## config.mk

```make
export PLATFORM = sky130hd
export DESIGN_NAME = psvp_fifo
export DESIGN_NICKNAME = d
export VERILOG_FILES = /design/src/sv/psvp_pkg.sv /design/src/sv/psvp_fifo.sv
export SDC_FILE = /design/constraint.sdc
export NUM_CORES = 1
export LEC_CHECK = 0
export BUFFER_PORTS_ARGS = -buffer_cell sky130_fd_sc_hd__buf_2
export CAP_MARGIN = 20
export CORE_ASPECT_RATIO = 1.2
export CORE_MARGIN = 4
export CORE_UTILIZATION = 30
export DETAILED_ROUTE_END_ITERATION = 8
export MAX_ROUTING_LAYER = met4
export PLACE_DENSITY_LB_ADDON = 0.15
export SLEW_MARGIN = 20
export SYNTH_ARGS = -nofsm -noshare
export SYNTH_HDL_FRONTEND = slang
export SYNTH_SLANG_ARGS = --single-unit
```

## constraint.sdc

```tcl
create_clock -name clk -period 23.9 [get_ports clk]
set_input_delay 7.17 -clock clk [delete_from_list [all_inputs] [get_ports clk]]
set_output_delay 7.17 -clock clk [all_outputs]
set_load 0.01 [all_outputs]
```

## src/sv/psvp_pkg.sv

```systemverilog
// Shared types and constants for the point source visibility predictor.
// Used by psvp_front, psvp_fifo, psvp_back and the top level.
package psvp_pkg;

  localparam int CS_W = 34;            // cordic datapath width
  localparam int STG_W = 6;            // stage counter, covers up to 32 stages
  localparam int DIV_STEPS = 64;       // quotient bits per division
  localparam int DIV_CNT_W = 7;
  localparam int LANES = 8;            // 4 polarizations x real/imag
  localparam logic signed [CS_W-1:0] GAIN_INV = 34'sd652032874;
  localparam logic signed [31:0] ONE_Q30 = 32'sh40000000;

  typedef struct packed {
    logic signed [CS_W-1:0] c;
    logic signed [CS_W-1:0] s;
    logic [3:0][63:0]       bright;    // [0]=xx [1]=xy [2]=yx [3]=yy
    logic [30:0]            n;
    logic                   last;
  } job_t;

  typedef enum logic [2:0] {
    F_IDLE, F_MUL, F_SUM, F_ROT, F_PUSH
  } front_state_t;

  typedef enum logic [2:0] {
    B_IDLE, B_MUL, B_LOAD, B_DIV, B_ACC, B_EMIT
  } back_state_t;

  // atan(2^-i) in units of 2^-32 turn
  function automatic logic [31:0] atan_turn(input logic [4:0] i);
    logic [31:0] r;
    case (i)
      5'd0:  r = 32'h20000000;
      5'd1:  r = 32'h12E4051E;
      5'd2:  r = 32'h09FB385B;
      5'd3:  r = 32'h051111D4;
      5'd4:  r = 32'h028B0D43;
      5'd5:  r = 32'h0145D7E1;
      5'd6:  r = 32'h00A2F61E;
      5'd7:  r = 32'h00517C55;
      5'd8:  r = 32'h0028BE53;
      5'd9:  r = 32'h00145F2F;
      5'd10: r = 32'h000A2F98;
      5'd11: r = 32'h000517CC;
      5'd12: r = 32'h00028BE6;
      5'd13: r = 32'h000145F3;
      5'd14: r = 32'h0000A2FA;
      5'd15: r = 32'h0000517D;
      5'd16: r = 32'h000028BE;
      5'd17: r = 32'h0000145F;
      5'd18: r = 32'h00000A30;
      5'd19: r = 32'h00000518;
      5'd20: r = 32'h0000028C;
      5'd21: r = 32'h00000146;
      5'd22: r = 32'h000000A3;
      5'd23: r = 32'h00000051;
      5'd24: r = 32'h00000029;
      5'd25: r = 32'h00000014;
      5'd26: r = 32'h0000000A;
      5'd27: r = 32'h00000005;
      5'd28: r = 32'h00000003;
      5'd29: r = 32'h00000001;
      5'd30: r = 32'h00000001;
      default: r = 32'h00000000;
    endcase
    return r;
  endfunction

endpackage

```

## src/sv/psvp_fifo.sv

```systemverilog
// Two-entry job queue between the phase front end and the accumulate back end.
// Uses psvp_pkg::job_t.
module psvp_fifo (
  input  logic           clk,
  input  logic           rst,
  input  logic           push,
  input  psvp_pkg::job_t push_data,
  output logic           full,
  input  logic           pop,
  output psvp_pkg::job_t pop_data,
  output logic           empty
);

  psvp_pkg::job_t mem [2];
  logic       wp, rp;
  logic [1:0] count;

  assign full = (count == 2'd2);
  assign empty = (count == 2'd0);
  assign pop_data = mem[rp];

  always_ff @(posedge clk) begin
    if (push) mem[wp] <= push_data;
  end

  always_ff @(posedge clk) begin
    if (rst) begin
      wp <= 1'b0;
      rp <= 1'b0;
      count <= 2'd0;
    end else begin
      if (push) wp <= ~wp;
      if (pop) rp <= ~rp;
      count <= count + {1'b0, push} - {1'b0, pop};
    end
  end

  a_no_overflow: assert property (@(posedge clk) disable iff (rst) push |-> !full)
    else $error("queue push while full");
  a_no_underflow: assert property (@(posedge clk) disable iff (rst) pop |-> !empty)
    else $error("queue pop while empty");
  a_count_range: assert property (@(posedge clk) disable iff (rst) count != 2'd3)
    else $error("queue count out of range");

endmodule

```

==> run summary, run 1 <==
Status = finished clean
Worst path arrival time = 3.94 ns
Row Count = 121
Vias = 13,400
Post-CTS Setup Bufs = 0
Die width = 285 µm
Num CTS Buffers = 79
Max-slew headroom = 0.253
Die area = 97,000 µm²
Final Skew = 0.0194 ns
RSZ-0062 raised after global routing = false
List of most frequent post-synthesis cells = edfxtp_1 (712), mux2_4 (340), buf_12 (33), mux2_2 (16), buf_6 (6)
Worst-path clk slew = 0.06 ns
CP endpoint kind = output pin
Fmax = 90.0 MHz
Tightest Pin Transition = 1.12 ns
Yosys cell types = 14
GR Overflow Total = 0
Required @ worst endpoint = 16.73 ns
Layout area overhead = 25.1%
DRC = 0
Syn Inst Count = 1,129
WP buf/inv = 3
Critical-path top delay cell = dfxtp_4
WS Path Type = register to output pin
Number of global-route vias before repair = 14,300
Global-route wire length before repair = 96,300 µm
Leading area contributor after synthesis = edfxtp_1
CP delay by family, top = buffers and inverters
CTS resizes = 0
Synth Register Bits = 717
DR vias/cell = 4.16
Critical path's largest stage delay = 0.94 ns
Initial core utilization = 0.304
Design Power = 0.00297 W
Initial DRC count = 567
Final nets = 2,264
DRT Wirelength = 68,100 µm
Most instantiated library cell after synthesis = edfxtp_1
Netlist Area Pre-Place = 27,600 µm²
Ys async rst share = 0
CTS Buffer Depth = 3
Mapped Nets = 1,491
EDFF count, synth = 712
Largest net degree at the start of global routing = 155
Critical Path Fanout Max = 120
Pleak = 13.4 nW
Max Slew Vio Count = 0
Max IR drop VDD = 0.0000552 V
CORE AREA = 91,000 µm²
HPWL Detailed = 47,300 µm
Clk root buf = clkbuf_16
Average size of a mapped cell = 24.5 µm²
Largest cells by area after synthesis = edfxtp_1 (77%), mux2_4 (18%), buf_12 (2.4%)
Initial antenna violation count = 21
Gpl congestion = 0.758
Clk sink count = 717
ANT nets after route = 0
CTS tree = built
Avg WL per Cell = 21.2 µm
Reg2reg setup slack = 20.13 ns
Synth warnings = 0
Fin crit period = 11.11 ns
Final hold violation count = 0
Final period util = 0.465
Power per cell area = 86.0 nW/µm²
Sum Neg Setup Slack = 0 ns
Worst-path cell chain = buf_4, buf_12, mux2_4, buf_2
Area fraction of the dominant cell type after synthesis = 0.774
Die height = 340 µm
Crit path launch type = register
Clk_lat worst skew = 0.60 ns
Post-CTS Hold Buffers = 0
Fin cells = 3,209
Sequential share of the synthesized area = 0.778
Buffers on Ports = 717
Number of H-tree levels = 3
Layout cells sized above 1 = 0.608
Top FF cell, synth = edfxtp_1
Setup Viol. Count Final = 0
MaxCap Viol Count = 0
Top Ports = 718
Router iterations before antenna repair = 4
Hold Crit Class = register to register
All-Layer GR Usage = 0.138
Placed Instances = 3,051
## worst reg2reg max path: cells and delay by family, from the launching register on
kind / cells / cell delay (ns)
simple gates: 1 / 0.41
flops: 1 / 0.40
buf+inv: 3 / 2.44
## path summary, 6_finish.rpt
| path | cells past startpoint | start | end |
|---|---|---|---|
| hold / removal | 2 | rp | rp |
| setup / recovery | 4 | register | pop_data[149] |
| hold reg to reg | 2 | rp | rp |
| setup reg to reg | 4 | wp | mem[1][159] |
## stage by stage
step / hold WS, ns / worst slack (ns) / utilization / instance area, µm²
2_1_floorplan: 0.480 / 0.319 / - / 27600
3_3_place_gp: 0.495 / 13.23 / 0.353 / 32200
3_5_place_dp: 0.511 / 13.16 / 0.353 / 32200
4_1_cts: 0.529 / 12.66 / 0.379 / 34500
5_1_grt: 0.563 / 12.61 / 0.380 / 34500
6_report: 0.519 / 12.79 / 0.380 / 34600
## state kept, by name, summed over array words and instances (netlist names), named ones only
name and cells:
mem 712, count 2, rp 1, wp 1
## cells by family (layout without fill, tap and decap cells)
logic type | after synthesis | after routing | share of synthesized area
buf+inv | 42 | 869 | 0.0268
other cells | 0 | 23 | 0
mux | 356 | 356 | 0.191
flops | 717 | 717 | 0.778
xor+xnor | 3 | 3 | 0.00145
simple gates | 9 | 9 | 0.00159
fa+ha+maj | 2 | 2 | 0.000906
## layout make-up
type | instances | area, µm²
Timing Repair Buffer | 732 | 3730
Antenna cell | 23 | 57.6
Multi-Input combinational cell | 370 | 5400
Sequential cell | 717 | 21500
Clock buffer | 99 | 2050
Fill cell | 8480 | 56400
Tap cell | 1230 | 1540
Clock inverter | 36 | 287
Inverter | 2 | 7.51
## metal layers
layer  track usage  share of wire  vias up
met1         0.139           0.35     6649
met4        0.0535          0.031        0
met2         0.237           0.52      487
met5             -              0        -
met3        0.0586          0.097      120
li1              -              -     6098
## layout by cell type, fill, tap and decap left out, types with 4 or more instances in the layout
| cell | n |
|---|---|
| dfxtp_1 | 4 |
| clkbuf_16 | 79 |
| edfxtp_1 | 712 |
| buf_2 | 717 |
| clkbuf_1 | 20 |
| clkinv_1 | 16 |
| diode_2 | 23 |
| buf_4 | 13 |
| clkinv_2 | 7 |
| mux2_2 | 16 |
| mux2_4 | 340 |
| nor2_1 | 5 |
## power by group
part | internal [W] | switching, W | leakage (nW) | total [W]
logic | 0.000176 | 0.000185 | 5.58 | 0.000361
clock network | 0.000640 | 0.000479 | 1.13 | 0.00112
registers | 0.00147 | 0.0000209 | 6.72 | 0.00149
Note: power is estimated with default switching activity, not from simulation.
==> run 2: changes to the inputs <==
- clock period: 23.9 -> 11 ns (I/O delays scaled with it)
==> run 2 against run 1 <==
Setup slack worse by 8.2 ns. Combinational power grew 120%. Clock-buffer cell count shrank 2. First-iteration DRC count up 14%.
==> run summary, run 2 (synthesized netlist as in run 1, its figures left out) <==
ANT nets after route = 0
Status = finished clean
Crit path launch type = register
Setup Viol. Count Final = 0
Final nets = 2,259
DRT Wirelength = 67,200 µm
Initial antenna violation count = 21
HPWL Detailed = 46,200 µm
Vias = 13,400
Fin crit period = 6.46 ns
Pleak = 13.5 nW
CORE AREA = 91,000 µm²
WS Path Type = register to output pin
Router iterations before antenna repair = 4
Num CTS Buffers = 79
Max-slew headroom = 0.248
Most frequent cells in the layout = buf_2 (717), edfxtp_1 (712), mux2_4 (340)
Max IR drop VDD = 0.000134 V
Reg2reg setup slack = 8.09 ns
Clk_lat worst skew = 0.62 ns
Final Skew = 0.0201 ns
Design Power = 0.00655 W
GR Overflow Total = 0
Critical Path Fanout Max = 121
Clk root buf = clkbuf_16
DR vias/cell = 4.18
Worst-path clk slew = 0.06 ns
Commonest non-fill, non-tap cell in the layout = buf_2
Biggest regs = mem x712, count x2
Clk sink count = 717
Largest net degree at the start of global routing = 157
Die width = 285 µm
Biggest register = mem
Global-route wire length before repair = 94,700 µm
Initial DRC count = 649
Post-CTS Setup Bufs = 0
Die area = 97,000 µm²
Buffers on Ports = 717
All-Layer GR Usage = 0.136
Layout cells sized above 1 = 0.609
CTS Buffer Depth = 3
Gpl congestion = 0.752
Post-CTS Hold Buffers = 0
Worst path arrival time = 3.16 ns
Top Ports = 718
Tightest Pin Transition = 1.13 ns
Power per cell area = 189 nW/µm²
MaxCap Viol Count = 0
Avg WL per Cell = 21.0 µm
Number of H-tree levels = 3
Final period util = 0.587
DRC = 0
Die height = 340 µm
Layout area overhead = 25.7%
Hold Crit Class = register to register
Final hold violation count = 0
RSZ-0062 raised after global routing = false
Required @ worst endpoint = 7.70 ns
Number of global-route vias before repair = 14,300
CTS tree = built
CP endpoint kind = output pin
Initial core utilization = 0.304
CTS resizes = 0
Fmax = 155 MHz
Max reg flops = 712
Row Count = 121
Max Slew Vio Count = 0
Sum Neg Setup Slack = 0 ns
==> run 2: through the flow <==
| stage | setup slack, ns | std cells | area (µm²) | hold slack (ns) | utilization |
|---|---|---|---|---|---|
| final | 4.54 | 3208 | 34700 | 0.512 | 0.382 |
| after global placement | 4.97 | 3046 | 32200 | 0.496 | 0.354 |
| after global routing | 4.32 | 3206 | 34700 | 0.570 | 0.381 |
| after floorplan | 1.95 | 1129 | 27600 | 0.480 | - |
| after detailed placement | 4.91 | 3046 | 32200 | 0.501 | 0.354 |
| after CTS | 4.40 | 3188 | 34700 | 0.517 | 0.381 |
==> run 2: report_power, final <==
part | total [W] | switching [W] | internal, W
registers | 0.00324 | 0.0000474 | 0.00320
logic | 0.000783 | 0.000398 | 0.000385
clock network | 0.00252 | 0.00106 | 0.00146
==> run 2: layout make-up <==
class / instances / area [µm²]
Antenna cell: 20 / 50.0
Sequential cell: 717 / 21500
Clock buffer: 97 / 2110
Fill cell: 8502 / 56300
Inverter: 2 / 7.51
Clock inverter: 45 / 382
Tap cell: 1230 / 1540
Timing Repair Buffer: 727 / 3740
Multi-Input combinational cell: 370 / 5400
==> run 2: routing by layer <==
layer	global-route usage	part of all wire
met4	0.0444	0.027
met1	0.137	0.35
met5	-	0
met3	0.0537	0.091
met2	0.240	0.53
==> run 2: path summary, 6_finish.rpt <==
path / depth (start not counted) / from / endpoint
worst max-delay path: 3 / register / pop_data[11]
worst min-delay path: 2 / rp / register
worst max register to register: 3 / wp / mem[0][127]
worst min register to register: 2 / rp / register
==> run 2: critical path, stage by stage (launching register included) <==
cell and delay, ns:
dfxtp_4 1.05, buf_12 0.70, mux2_2 0.43, buf_2 0.15
==> run 3: changes to the inputs <==
- clock period: 11 -> 6 ns (I/O delays scaled with it)
==> run 3 against run 2 <==
Clock power up 87%. Total power up 85%. Combinational power grew 85%. Worst hold slack barely moved. Wire length increased by 2.9%. Clock skew up 0.0029 ns. Largest cell class unchanged. Die area unchanged. Sequential power is 83% higher. Via count increased by 1.0%. Largest power group unchanged. Final cell count is 0.53% higher. Clock-buffer cell count shrank 6.
==> run summary, run 3 (synthesized netlist as in run 1, its figures left out) <==
Status = finished clean
GR Overflow Total = 0
RSZ-0062 raised after global routing = false
Clk root buf = clkbuf_16
DRT Wirelength = 69,200 µm
Vias = 13,500
Crit path launch type = register
Largest net degree at the start of global routing = 138
Final Skew = 0.0231 ns
CP endpoint kind = output pin
Max IR drop VDD = 0.000232 V
Tightest Pin Transition = 0.954 ns
Initial antenna violation count = 26
Area of the multi-input gates = 5400 µm²
CORE AREA = 91,000 µm²
Number of H-tree levels = 3
Most frequent cells in the layout = buf_2 (717), edfxtp_1 (712), mux2_4 (340)
Setup Viol. Count Final = 0
WS Path Type = register to output pin
Post-CTS Setup Bufs = 0
Initial core utilization = 0.304
DR vias/cell = 4.20
Gpl congestion = 0.770
Worst path arrival time = 2.65 ns
Clk sink count = 717
Clk_lat worst skew = 0.62 ns
Die area = 97,000 µm²
Die height = 340 µm
Router iterations before antenna repair = 4
Dpl cell area = 32,300 µm²
Pre-CTS setup slack = 2.12 ns
Fill count = 8,502
Critical Path Fanout Max = 67
Reg2reg setup slack = 3.91 ns
Pleak = 13.6 nW
Layout area overhead = 26.4%
Num CTS Buffers = 77
Commonest non-fill, non-tap cell in the layout = buf_2
CTS tree = built
Post-CTS Hold Buffers = 0
Top Ports = 718
Biggest register = mem
Placed Instances = 3,063
Worst setup margin = 1.55 ns
Buffers on Ports = 717
Max Slew Vio Count = 0
CTS Buffer Depth = 3
Worst-path cell chain = buf_12, mux2_4, buf_2
Number of global-route vias before repair = 14,700
Biggest regs = mem x712, count x2
Final period util = 0.741
Max-slew headroom = 0.364
Critical path's largest stage delay = 0.89 ns
HPWL Detailed = 48,900 µm
Required @ worst endpoint = 4.20 ns
Die width = 285 µm
MaxCap Viol Count = 0
Fin cells = 3,225
Fmax = 225 MHz
Max reg flops = 712
Critical-path top delay cell = dfxtp_4
Row Count = 121
Worst-path clk slew = 0.06 ns
Post-route cell area = 34,900 µm²
CTS resizes = 0
Final nets = 2,274
ANT nets after route = 0
Layout cells sized above 1 = 0.615
Avg WL per Cell = 21.4 µm
Power per cell area = 347 nW/µm²
Fin crit period = 4.45 ns
Final hold violation count = 0
Global-route wire length before repair = 98,000 µm
DRC = 0
Sum Neg Setup Slack = 0 ns
Hold Crit Class = register to register
Register area = 21,500 µm²
All-Layer GR Usage = 0.141
Initial DRC count = 574
## run 3: cell count changes in the layout (fill, tap and decap cells not counted), sizes merged
cell / change
inv: -1
clkinv: -5
clkinvlp: +3
buf: +17
diode: +3
bufinv: +6
clkbuf: -6
## run 3: layer usage
layer,track usage,vias up,share of wire
met3,0.0498,111,0.086
met4,0.0618,0,0.033
met2,0.246,518,0.53
met5,-,-,0
li1,-,6130,-
met1,0.143,6771,0.35
## run 3: worst max-delay path, delay by kind of cell, from the launching register on
family                 cells  cell delay, ns
buffers and inverters      2            0.63
flip-flops                 1            0.89
multiplexers               1            0.35
## run 3: through the flow
stage          utilization  power (W)  hold WS, ns
3_5_place_dp         0.355    0.00754        0.502
5_1_grt              0.384     0.0126        0.556
4_1_cts              0.383     0.0124        0.518
2_1_floorplan            -    0.00700        0.480
6_report             0.384     0.0121        0.512
3_3_place_gp         0.355    0.00752        0.494
## run 3: layout make-up
cell class,instances,area share
well taps,1230,0.0441
inverters,2,0.000215
flip-flops and latches,717,0.615
multi-input cells,370,0.155
diodes,23,0.00165
repair buffers,744,0.112
clock buffers,91,0.0573
clock inverters,48,0.0149
## run 3: final timing paths
check | depth (start not counted) | from | endpoint
setup / recovery | 3 | register | pop_data[193]
hold / removal | 2 | rp | register
setup reg to reg | 2 | wp | mem[1][198]
hold reg to reg | 2 | rp | register
## run 3: power by group
group	internal, W	total (W)	switching [W]
Combinational	0.000711	0.00145	0.000739
Sequential	0.00586	0.00594	0.0000870
Clock	0.00282	0.00472	0.00190
Total	0.00939	0.0121	0.00273
